<file path="src/crsr_pkg.sv">
`default_nettype none

package crsr_pkg;

  // Default widths of the samples and of the phase fraction.
  localparam int SAMPLE_BITS_DEF     = 24;
  localparam int PHASE_FRAC_BITS_DEF = 16;

  // Width of the register index on the configuration port.
  localparam int CFG_INDEX_BITS = 2;

  // Configuration register indexes.
  typedef enum logic [CFG_INDEX_BITS-1:0] {
    CFG_PHASE_STEP  = 2'd0,
    CFG_MONO_SOURCE = 2'd1,
    CFG_MONO_OUTPUT = 2'd2
  } cfg_reg_t;

  // Sequencer states.
  typedef enum logic [2:0] {
    ST_IDLE,
    ST_CHECK,
    ST_LOAD,
    ST_MUL,
    ST_ADD,
    ST_EMIT
  } crsr_state_t;

  // Horner coefficient used in the current accumulate step.
  typedef enum logic [1:0] {
    SEL_C1,
    SEL_C2,
    SEL_D1
  } coef_sel_t;

  // Controls shared by both channel lanes.
  typedef struct packed {
    logic      shift;
    logic      load;
    logic      mul;
    logic      add;
    coef_sel_t sel;
  } lane_ctrl_t;

endpackage

`default_nettype wire

</file>
<file path="src/crsr_in_if.sv">
`default_nettype none

interface crsr_in_if #(
  parameter int SAMPLE_BITS = crsr_pkg::SAMPLE_BITS_DEF
);
  logic                          valid;
  logic                          ready;
  logic signed [SAMPLE_BITS-1:0] left_sample;
  logic signed [SAMPLE_BITS-1:0] right_sample;

  modport source(output valid, left_sample, right_sample, input ready);
  modport sink(input valid, left_sample, right_sample, output ready);
endinterface

`default_nettype wire

</file>
<file path="src/crsr_out_if.sv">
`default_nettype none

interface crsr_out_if #(
  parameter int SAMPLE_BITS = crsr_pkg::SAMPLE_BITS_DEF
);
  logic                          valid;
  logic                          ready;
  logic signed [SAMPLE_BITS-1:0] left_out;
  logic signed [SAMPLE_BITS-1:0] right_out;
  logic                          last_of_run;

  modport source(output valid, left_out, right_out, last_of_run, input ready);
  modport sink(input valid, left_out, right_out, last_of_run, output ready);
endinterface

`default_nettype wire

</file>
<file path="src/crsr_lane.sv">
`default_nettype none

// One channel: four-sample history and a Horner evaluator that uses one
// multiplier over three multiply and accumulate steps.
module crsr_lane #(
  parameter int SAMPLE_BITS     = crsr_pkg::SAMPLE_BITS_DEF,
  parameter int PHASE_FRAC_BITS = crsr_pkg::PHASE_FRAC_BITS_DEF,
  parameter int ACC_BITS        = SAMPLE_BITS + 6
) (
  input  wire                          clk,
  input  wire                          rst,
  input  wire crsr_pkg::lane_ctrl_t    ctrl,
  input  wire signed [SAMPLE_BITS-1:0] sample,
  input  wire [PHASE_FRAC_BITS-1:0]    frac,
  output logic signed [ACC_BITS-1:0]   y
);

  localparam int PROD_BITS = ACC_BITS + PHASE_FRAC_BITS + 1;
  localparam logic [PROD_BITS-1:0] HALF =
    {{(ACC_BITS + 1){1'b0}}, 1'b1, {(PHASE_FRAC_BITS - 1){1'b0}}};
  localparam logic [ACC_BITS-1:0] ONE_LSB = {{(ACC_BITS - 1){1'b0}}, 1'b1};

  logic signed [SAMPLE_BITS-1:0]   hist [4];
  logic signed [ACC_BITS-1:0]      e0, e1, e2, e3, t12;
  logic signed [ACC_BITS-1:0]      c0, c1, c2, twice_d1, coef;
  logic signed [ACC_BITS-1:0]      h;
  logic signed [ACC_BITS-1:0]      h_inc;
  logic signed [ACC_BITS-1:0]      rnd;
  logic signed [PHASE_FRAC_BITS:0] frac_s;
  logic signed [PROD_BITS-1:0]     prod;
  logic signed [PROD_BITS-1:0]     prod_rnd;

  // History shifts in the newest sample on each input transfer.
  always_ff @(posedge clk) begin
    if (rst) begin
      for (int k = 0; k < 4; k++) begin
        hist[k] <= '0;
      end
    end else if (ctrl.shift) begin
      hist[0] <= hist[1];
      hist[1] <= hist[2];
      hist[2] <= hist[3];
      hist[3] <= sample;
    end
  end

  // Twice the Catmull-Rom coefficients, all integer.
  always_comb begin
    e0       = ACC_BITS'(hist[0]);
    e1       = ACC_BITS'(hist[1]);
    e2       = ACC_BITS'(hist[2]);
    e3       = ACC_BITS'(hist[3]);
    t12      = e1 - e2;
    c0       = e3 - e0 + (t12 <<< 1) + t12;
    c1       = (e0 <<< 1) - (e1 <<< 2) - e1 + (e2 <<< 2) - e3;
    c2       = e2 - e0;
    twice_d1 = e1 <<< 1;
  end

  // Coefficient for the current accumulate step.
  always_comb begin
    unique case (ctrl.sel)
      crsr_pkg::SEL_C1: coef = c1;
      crsr_pkg::SEL_C2: coef = c2;
      crsr_pkg::SEL_D1: coef = twice_d1;
      default:          coef = twice_d1;
    endcase
  end

  // Product rounded to nearest, ties upwards, then scaled back.
  always_comb begin
    frac_s   = $signed({1'b0, frac});
    prod_rnd = prod + $signed(HALF);
    rnd      = $signed(prod_rnd[ACC_BITS+PHASE_FRAC_BITS-1:PHASE_FRAC_BITS]);
  end

  // Multiply and accumulate registers.
  always_ff @(posedge clk) begin
    if (ctrl.load) begin
      h <= c0;
    end else if (ctrl.add) begin
      h <= coef + rnd;
    end
    if (ctrl.mul) begin
      prod <= h * frac_s;
    end
  end

  // Final halving with rounding.
  always_comb begin
    h_inc = h + $signed(ONE_LSB);
    y     = {h_inc[ACC_BITS-1], h_inc[ACC_BITS-1:1]};
  end

endmodule

`default_nettype wire

</file>
<file path="src/crsr_merge.sv">
`default_nettype none

// Combines the two lanes: optional mono mix, saturation and the output register.
module crsr_merge #(
  parameter int SAMPLE_BITS = crsr_pkg::SAMPLE_BITS_DEF,
  parameter int ACC_BITS    = SAMPLE_BITS + 6
) (
  input  wire                       clk,
  input  wire                       rst,
  input  wire signed [ACC_BITS-1:0] left_y,
  input  wire signed [ACC_BITS-1:0] right_y,
  input  wire                       mono_output,
  input  wire                       load,
  input  wire                       last,
  output logic                      free,
  crsr_out_if.source                out_ch
);

  localparam logic signed [ACC_BITS-1:0] MAX_V =
    {{(ACC_BITS - SAMPLE_BITS + 1){1'b0}}, {(SAMPLE_BITS - 1){1'b1}}};
  localparam logic signed [ACC_BITS-1:0] MIN_V = ~MAX_V;
  localparam logic [ACC_BITS:0] ONE_LSB = {{ACC_BITS{1'b0}}, 1'b1};

  logic signed [ACC_BITS:0]      mix_sum;
  logic signed [ACC_BITS-1:0]    mix, left_v, right_v;
  logic signed [SAMPLE_BITS-1:0] left_sat, right_sat;
  logic                          valid;

  // Mono mix rounds half the sum upwards.
  always_comb begin
    mix_sum = (ACC_BITS + 1)'(left_y) + (ACC_BITS + 1)'(right_y) + $signed(ONE_LSB);
    mix     = mix_sum[ACC_BITS:1];
    left_v  = mono_output ? mix : left_y;
    right_v = mono_output ? mix : right_y;
  end

  // Saturation to the sample width.
  always_comb begin
    priority if (left_v > MAX_V) begin
      left_sat = MAX_V[SAMPLE_BITS-1:0];
    end else if (left_v < MIN_V) begin
      left_sat = MIN_V[SAMPLE_BITS-1:0];
    end else begin
      left_sat = left_v[SAMPLE_BITS-1:0];
    end
    priority if (right_v > MAX_V) begin
      right_sat = MAX_V[SAMPLE_BITS-1:0];
    end else if (right_v < MIN_V) begin
      right_sat = MIN_V[SAMPLE_BITS-1:0];
    end else begin
      right_sat = right_v[SAMPLE_BITS-1:0];
    end
  end

  // The output register is free when empty or when its transfer completes.
  assign free = !valid || out_ch.ready;

  always_ff @(posedge clk) begin
    if (rst) begin
      valid <= 1'b0;
    end else if (load) begin
      valid <= 1'b1;
    end else if (out_ch.ready) begin
      valid <= 1'b0;
    end
  end

  always_ff @(posedge clk) begin
    if (load) begin
      out_ch.left_out    <= left_sat;
      out_ch.right_out   <= right_sat;
      out_ch.last_of_run <= last;
    end
  end

  assign out_ch.valid = valid;

endmodule

`default_nettype wire

</file>
<file path="src/catmull_rom_stereo_resampler.sv">
`default_nettype none

// Channel   Direction  Contents
// in_ch     sink       left_sample, right_sample: one stereo source frame
// out_ch    source     left_out, right_out, last_of_run: one output frame
// cfg       write      cfg_we, cfg_index, cfg_data: phase_step, mono_source, mono_output
//
// A frame produces at most eight outputs before the sequencer is ready again.
// For each output the sequencer checks the phase, then each lane loads and runs
// three multiply and accumulate steps on its one shared multiplier, and the
// result moves to the output register.
// Reset is synchronous and clears the history, the sequencer, the configuration and the output valid flag.
// A stalled output holds the sequencer in its emit state; input is taken in idle.
module catmull_rom_stereo_resampler #(
  parameter int SAMPLE_BITS     = crsr_pkg::SAMPLE_BITS_DEF,
  parameter int PHASE_FRAC_BITS = crsr_pkg::PHASE_FRAC_BITS_DEF
) (
  input  wire                                   clk,
  input  wire                                   rst,
  crsr_in_if.sink                               in_ch,
  crsr_out_if.source                            out_ch,
  input  wire                                   cfg_we,
  input  wire [crsr_pkg::CFG_INDEX_BITS-1:0]    cfg_index,
  input  wire [PHASE_FRAC_BITS+2:0]             cfg_data
);

  localparam int PW       = PHASE_FRAC_BITS + 3;
  localparam int ACC_BITS = SAMPLE_BITS + 6;
  localparam logic [PW-1:0] ONE_PHASE = {2'b00, 1'b1, {PHASE_FRAC_BITS{1'b0}}};
  localparam logic [PW-1:0] STEP_MIN  = {5'b00000, 1'b1, {(PHASE_FRAC_BITS - 3){1'b0}}};
  localparam logic [PW-1:0] STEP_MAX  = {1'b1, {(PHASE_FRAC_BITS + 2){1'b0}}};
  localparam logic [3:0]    MAX_OUT   = 4'd8;
  localparam logic [3:0]    LAST_OUT  = 4'd7;

  crsr_pkg::crsr_state_t state, state_next;
  crsr_pkg::coef_sel_t   iter, iter_next;
  crsr_pkg::lane_ctrl_t  lane_ctrl;
  logic [PW-1:0]         phase, phase_next;
  logic [3:0]            count, count_next;
  logic [PW-1:0]         phase_step;
  logic                  mono_source;
  logic                  mono_output;
  logic [PW-1:0]         step;
  logic [PW-1:0]         phase_sum;
  logic                  merge_load;
  logic                  merge_last;
  logic                  merge_free;
  logic signed [SAMPLE_BITS-1:0] right_in;
  logic signed [ACC_BITS-1:0]    left_y, right_y;

  // Configuration registers.
  always_ff @(posedge clk) begin
    if (rst) begin
      phase_step  <= ONE_PHASE;
      mono_source <= 1'b0;
      mono_output <= 1'b0;
    end else if (cfg_we) begin
      unique case (cfg_index)
        crsr_pkg::CFG_PHASE_STEP:  phase_step  <= cfg_data;
        crsr_pkg::CFG_MONO_SOURCE: mono_source <= cfg_data[0];
        crsr_pkg::CFG_MONO_OUTPUT: mono_output <= cfg_data[0];
        default: ;
      endcase
    end
  end

  // Step clamped to the range one eighth to four.
  always_comb begin
    priority if (phase_step < STEP_MIN) begin
      step = STEP_MIN;
    end else if (phase_step > STEP_MAX) begin
      step = STEP_MAX;
    end else begin
      step = phase_step;
    end
    phase_sum = phase + step;
  end

  assign right_in = mono_source ? in_ch.left_sample : in_ch.right_sample;

  // Sequencer registers.
  always_ff @(posedge clk) begin
    if (rst) begin
      state <= crsr_pkg::ST_IDLE;
      phase <= '0;
      count <= '0;
      iter  <= crsr_pkg::SEL_C1;
    end else begin
      state <= state_next;
      phase <= phase_next;
      count <= count_next;
      iter  <= iter_next;
    end
  end

  // Next state and controls of the lanes and the merging stage.
  always_comb begin
    state_next      = state;
    phase_next      = phase;
    count_next      = count;
    iter_next       = iter;
    lane_ctrl.shift = 1'b0;
    lane_ctrl.load  = 1'b0;
    lane_ctrl.mul   = 1'b0;
    lane_ctrl.add   = 1'b0;
    lane_ctrl.sel   = iter;
    merge_load      = 1'b0;
    merge_last      = (phase_sum >= ONE_PHASE) || (count == LAST_OUT);
    in_ch.ready     = 1'b0;
    unique case (state)
      crsr_pkg::ST_IDLE: begin
        in_ch.ready = 1'b1;
        if (in_ch.valid) begin
          lane_ctrl.shift = 1'b1;
          count_next      = '0;
          state_next      = crsr_pkg::ST_CHECK;
        end
      end
      crsr_pkg::ST_CHECK: begin
        if (phase < ONE_PHASE && count != MAX_OUT) begin
          state_next = crsr_pkg::ST_LOAD;
        end else begin
          phase_next = (phase >= ONE_PHASE) ? phase - ONE_PHASE : '0;
          state_next = crsr_pkg::ST_IDLE;
        end
      end
      crsr_pkg::ST_LOAD: begin
        lane_ctrl.load = 1'b1;
        iter_next      = crsr_pkg::SEL_C1;
        state_next     = crsr_pkg::ST_MUL;
      end
      crsr_pkg::ST_MUL: begin
        lane_ctrl.mul = 1'b1;
        state_next    = crsr_pkg::ST_ADD;
      end
      crsr_pkg::ST_ADD: begin
        lane_ctrl.add = 1'b1;
        unique case (iter)
          crsr_pkg::SEL_C1: begin
            iter_next  = crsr_pkg::SEL_C2;
            state_next = crsr_pkg::ST_MUL;
          end
          crsr_pkg::SEL_C2: begin
            iter_next  = crsr_pkg::SEL_D1;
            state_next = crsr_pkg::ST_MUL;
          end
          default: begin
            state_next = crsr_pkg::ST_EMIT;
          end
        endcase
      end
      crsr_pkg::ST_EMIT: begin
        if (merge_free) begin
          merge_load = 1'b1;
          phase_next = phase_sum;
          count_next = count + 4'd1;
          state_next = crsr_pkg::ST_CHECK;
        end
      end
      default: begin
        state_next = crsr_pkg::ST_IDLE;
      end
    endcase
  end

  // Left and right lanes.
  crsr_lane #(
    .SAMPLE_BITS    (SAMPLE_BITS),
    .PHASE_FRAC_BITS(PHASE_FRAC_BITS),
    .ACC_BITS       (ACC_BITS)
  ) u_lane_left (
    .clk   (clk),
    .rst   (rst),
    .ctrl  (lane_ctrl),
    .sample(in_ch.left_sample),
    .frac  (phase[PHASE_FRAC_BITS-1:0]),
    .y     (left_y)
  );

  crsr_lane #(
    .SAMPLE_BITS    (SAMPLE_BITS),
    .PHASE_FRAC_BITS(PHASE_FRAC_BITS),
    .ACC_BITS       (ACC_BITS)
  ) u_lane_right (
    .clk   (clk),
    .rst   (rst),
    .ctrl  (lane_ctrl),
    .sample(right_in),
    .frac  (phase[PHASE_FRAC_BITS-1:0]),
    .y     (right_y)
  );

  // Mono mix, saturation and output register.
  crsr_merge #(
    .SAMPLE_BITS(SAMPLE_BITS),
    .ACC_BITS   (ACC_BITS)
  ) u_merge (
    .clk        (clk),
    .rst        (rst),
    .left_y     (left_y),
    .right_y    (right_y),
    .mono_output(mono_output),
    .load       (merge_load),
    .last       (merge_last),
    .free       (merge_free),
    .out_ch     (out_ch)
  );

endmodule

`default_nettype wire

</file>
<file path="src/flat_wrapper.sv">
// flat-port wrapper written by rule: the top's interface ports become plain ports
module catmull_rom_stereo_resampler_flat 
#(
  parameter int SAMPLE_BITS     = crsr_pkg::SAMPLE_BITS_DEF,
  parameter int PHASE_FRAC_BITS = crsr_pkg::PHASE_FRAC_BITS_DEF
)
  (clk, rst, cfg_we, cfg_index, cfg_data, in_ch_valid, in_ch_left_sample, in_ch_right_sample, in_ch_ready, out_ch_valid, out_ch_left_out, out_ch_right_out, out_ch_last_of_run, out_ch_ready);
  crsr_in_if #(.SAMPLE_BITS(SAMPLE_BITS)) in_ch_i ();
  crsr_out_if #(.SAMPLE_BITS(SAMPLE_BITS)) out_ch_i ();
  input  wire clk;
  input  wire rst;
  input  wire cfg_we;
  input  wire [crsr_pkg::CFG_INDEX_BITS-1:0] cfg_index;
  input  wire [PHASE_FRAC_BITS+2:0] cfg_data;
  input wire logic [$bits(in_ch_i.valid)-1:0] in_ch_valid;
  input wire logic [$bits(in_ch_i.left_sample)-1:0] in_ch_left_sample;
  input wire logic [$bits(in_ch_i.right_sample)-1:0] in_ch_right_sample;
  output wire logic [$bits(in_ch_i.ready)-1:0] in_ch_ready;
  output wire logic [$bits(out_ch_i.valid)-1:0] out_ch_valid;
  output wire logic [$bits(out_ch_i.left_out)-1:0] out_ch_left_out;
  output wire logic [$bits(out_ch_i.right_out)-1:0] out_ch_right_out;
  output wire logic [$bits(out_ch_i.last_of_run)-1:0] out_ch_last_of_run;
  input wire logic [$bits(out_ch_i.ready)-1:0] out_ch_ready;
  assign in_ch_i.valid = in_ch_valid;
  assign in_ch_i.left_sample = in_ch_left_sample;
  assign in_ch_i.right_sample = in_ch_right_sample;
  assign in_ch_ready = in_ch_i.ready;
  assign out_ch_valid = out_ch_i.valid;
  assign out_ch_left_out = out_ch_i.left_out;
  assign out_ch_right_out = out_ch_i.right_out;
  assign out_ch_last_of_run = out_ch_i.last_of_run;
  assign out_ch_i.ready = out_ch_ready;
  catmull_rom_stereo_resampler #(.SAMPLE_BITS(SAMPLE_BITS), .PHASE_FRAC_BITS(PHASE_FRAC_BITS)) u_core (.clk(clk), .rst(rst), .in_ch(in_ch_i), .out_ch(out_ch_i), .cfg_we(cfg_we), .cfg_index(cfg_index), .cfg_data(cfg_data));
endmodule
</file>
<file path="config.mk">
export PLATFORM = sky130hd
export DESIGN_NAME = catmull_rom_stereo_resampler_flat
export DESIGN_NICKNAME = d
export VERILOG_FILES = /design/src/crsr_pkg.sv /design/src/crsr_in_if.sv /design/src/crsr_out_if.sv /design/src/crsr_lane.sv /design/src/crsr_merge.sv /design/src/catmull_rom_stereo_resampler.sv /design/src/flat_wrapper.sv
export SDC_FILE = /design/constraint.sdc
export NUM_CORES = 2
export LEC_CHECK = 0
export BUFFER_PORTS_ARGS = -buffer_cell sky130_fd_sc_hd__buf_2
export CAP_MARGIN = 20
export CORE_MARGIN = 5
export CORE_UTILIZATION = 46
export DETAILED_ROUTE_END_ITERATION = 7
export PLACE_DENSITY_LB_ADDON = 0.05
export SLEW_MARGIN = 5
export SYNTH_ARGS = -nofsm -noshare
export SYNTH_HDL_FRONTEND = slang
export SYNTH_SLANG_ARGS = --single-unit
</file>
<file path="constraint.sdc">
create_clock -name clk -period 8.8 [get_ports clk]
set_input_delay 0 -clock clk [delete_from_list [all_inputs] [get_ports clk]]
set_output_delay 0 -clock clk [all_outputs]
set_load 0.1 [all_outputs]
</file>
==> results.json <==
{
  "start_kind": "flop",
  "yosysUniqueCellTypes": 98,
  "synthTopCellsByArea": "fa_1, edfxtp_1, ha_1, inv_1, nand2_1",
  "maxCapViolations": 0,
  "drtIter0Drc": 2951,
  "clk_latency_ps": 690,
  "startpoint": "u_core.phase[5]",
  "setup_viol": 0,
  "synth_fp_nets": 9727,
  "end_kind": "flop",
  "synth_area_um2": 71800,
  "die_h_um": 405,
  "grt_remaining_overflow": 0,
  "path_max_fanout": 29,
  "reg2reg_to": "u_core.u_lane_right.prod[44]",
  "nNetsFinal": 9826,
  "post_route_cells_drive_above_1_share": 0.0592,
  "core_um2": 156000,
  "drc_errors": 0,
  "synth_top_area_frac": 0.325,
  "vias_per_cell": 5.22,
  "hold_path.class": "in -> reg",
  "fin_area_um2": 78000,
  "cts-root-buf": "clkbuf_16",
  "grt_usage": 0.248,
  "fmax_mhz": 121,
  "leakagePower_nw": 34.7,
  "port_buffers": 124,
  "syn2layout_area_growth_pct": 8.57,
  "stdcell_count": 10152,
  "placed_area_um2": 74800,
  "hpwl_um": 164000,
  "num_rows": 145,
  "clock_skew_ps": 47.0,
  "reg2reg_from": "u_core.phase[5]",
  "ys_seq_area_frac": 0.166,
  "ios": 125,
  "start_util": 0.461,
  "worst_pin_slew_ps": 1180,
  "r2r_setup_slack_ps": 530,
  "clkTransAtPathRegs_ps": 60,
  "syn_inst": 7939,
  "rsz0062_at_grt": "false",
  "yosys_warnings": 0,
  "cts_tree": "done",
  "final_hold_viol_count": 0,
  "critPathRequiredTime_ps": 9310,
  "outcome": "completed",
  "die_w_um": 405,
  "post-route-min-period_ps": 8270,
  "cp.arrival_ps": 8780,
  "synth_edf_count": 363,
  "synth.avg_cell_area_um2": 9.05,
  "drt-total-wl_um": 199000,
  "holdPathStages": 3,
  "cts_sinks": 413,
  "cts_made_buffers": 57,
  "vias": 53001,
  "drt_pass1_iterations": 5,
  "place_congestion": 0.857,
  "ys_async_sr_fraction": 0,
  "min_from": "in_ch_right_sample[23]",
  "r2r_cells": 23,
  "ir_worst_vdd_uv": 301,
  "dp_cells": 9925,
  "power_density_nw_per_um2": 364,
  "hold_end": "u_core.u_lane_right.hist[3][23]",
  "antenna_left": 0,
  "grt_pass1_wl_um": 319000,
  "slew_violations": 0,
  "relSlewSlack": 0.207,
  "period_share": 0.940,
  "grt_pass1_vias": 56618,
  "crit_type": "reg -> reg",
  "htreeDepth": 2,
  "ys.flop_type": "edfxtp_1",
  "wl_per_cell_um": 19.6,
  "clockBufferDepth": 3,
  "ys_seq_elements": 413,
  "antenna_found_initial": 14,
  "finalSetupTns_ps": 0,
  "grt_max_degree": 74,
  "yosys.area.top_type": "fa_1",
  "die_area_um2": 164000
}
## cell type report
type	instances	area (µm²)
Antenna cell	8	20.0
Clock buffer	67	1560
Clock inverter	40	499
Fill cell	14836	77700
Inverter	1562	5860
Multi-Input combinational cell	5640	52800
Sequential cell	413	11900
Tap cell	2058	2570
Timing Repair Buffer	364	2700
## flip-flops by register name, summed over array words and instances (netlist names), 2 cells and up
| register | count |
|---|---|
| u_core.count | 4 |
| u_core.iter | 2 |
| u_core.phase | 19 |
| u_core.phase_step | 19 |
| u_core.state | 3 |
| u_core.u_lane_left.h | 30 |
| u_core.u_lane_left.hist | 96 |
| u_core.u_lane_left.prod | 31 |
| u_core.u_lane_right.h | 30 |
| u_core.u_lane_right.hist | 96 |
| u_core.u_lane_right.prod | 31 |
| u_core.u_merge.out_ch.left_out | 24 |
| u_core.u_merge.out_ch.right_out | 24 |
## report_power, final
group          internal, mW  switching [mW]
registers              2.93           0.722
clock network          1.54            1.07
logic                  8.66            13.4
## through the flow
step                      hold slack [ps]  power, mW  worst slack, ps  utilization
after floorplan                       124       18.9              888            -
after global placement                213       25.4              460        0.480
after detailed placement              220       25.6              345        0.480
after CTS                            8.41       28.4              295        0.501
after global routing                 58.5       31.0              121        0.501
final                                49.2       28.4              529        0.501
## critical path, stage by stage (launching register included)
cell	delay [ps]
dfxtp_2	840
buf_4	380
nand2_1	140
fa_1	570
inv_1	50
fa_1	470
inv_1	50
fa_1	480
fa_1	530
fa_1	500
inv_1	50
fa_1	440
ha_1	330
a21o_1	190
a21oi_1	330
o21ai_0	140
a21oi_1	200
or4b_2	680
a31o_2	270
a22oi_1	280
a211o_1	250
a211oi_1	150
or4b_2	620
nand4b_1	120
## Yosys cell counts, drive strengths merged, types with 35 or more instances
cell / number
dfxtp: 50
ha: 548
a21oi: 345
nand4: 39
nor3: 101
clkbuf: 298
a21o: 127
o21ai: 254
inv: 1562
nand2b: 42
o21a: 46
xor2: 155
edfxtp: 363
or3: 35
fa: 1166
o21bai: 49
xnor2: 305
nand2: 879
a211oi: 57
nand3: 135
and2: 431
and3: 59
nor2: 481
mux2i: 36
nor2b: 48
## layer usage
metal / GRT usage / up-vias / share of wire
met4: 0.0524 / 0 / 0.022
li1: - / 25236 / -
met3: 0.0248 / 218 / 0.043
met2: 0.422 / 1019 / 0.48
met1: 0.346 / 26528 / 0.46
met5: 0 / - / 0
## worst max path at each step
stage               cells after the start  slack, ps                       endpoint
global placement                       25        460    u_core.u_lane_left.prod[40]
global route                           33        120       u_core.u_lane_left.h[29]
detailed placement                     28        340    u_core.u_lane_left.prod[40]
CTS                                    28        300    u_core.u_lane_left.prod[40]
finish                                 23        530   u_core.u_lane_right.prod[44]
floorplan                               3        890  u_core.u_lane_left.hist[0][0]
## layout by cell type (no fill, tap or decap), types with 111 or more instances in the layout
cell type      netlist  final
ha_1               548    548
a21oi_1            343    342
o21ai_0            205    205
inv_1             1561   1560
xnor2_1            305    305
buf_4                1    127
edfxtp_1           363    363
dlygate4sd3_1        0    111
nor2_1             481    478
and2_1             429    429
buf_2                8    125
nand2_1            879    879
a21o_1             126    126
xor2_1             155    155
fa_1              1166   1166
nand3_1            135    135
## timing repair
| item | CTS | global route |
|---|---|---|
| setup endpoints to repair | 0 | 1 |
| setup buffers | 0 | 0 |
| hold buffers | 111 | 0 |
| resized for setup | 0 | 1 |
| hold endpoints to repair | 91 | 0 |
## cell families after synthesis
| logic type | after synthesis | synth area share |
|---|---|---|
| simple gates | 2334 | 0.155 |
| buf+inv | 1886 | 0.0994 |
| fa+ha+maj | 1714 | 0.420 |
| compound gates | 1092 | 0.0979 |
| xor+xnor | 461 | 0.0564 |
| flops | 413 | 0.166 |
| mux | 39 | 0.00549 |
(Power assumes the default switching activity.)
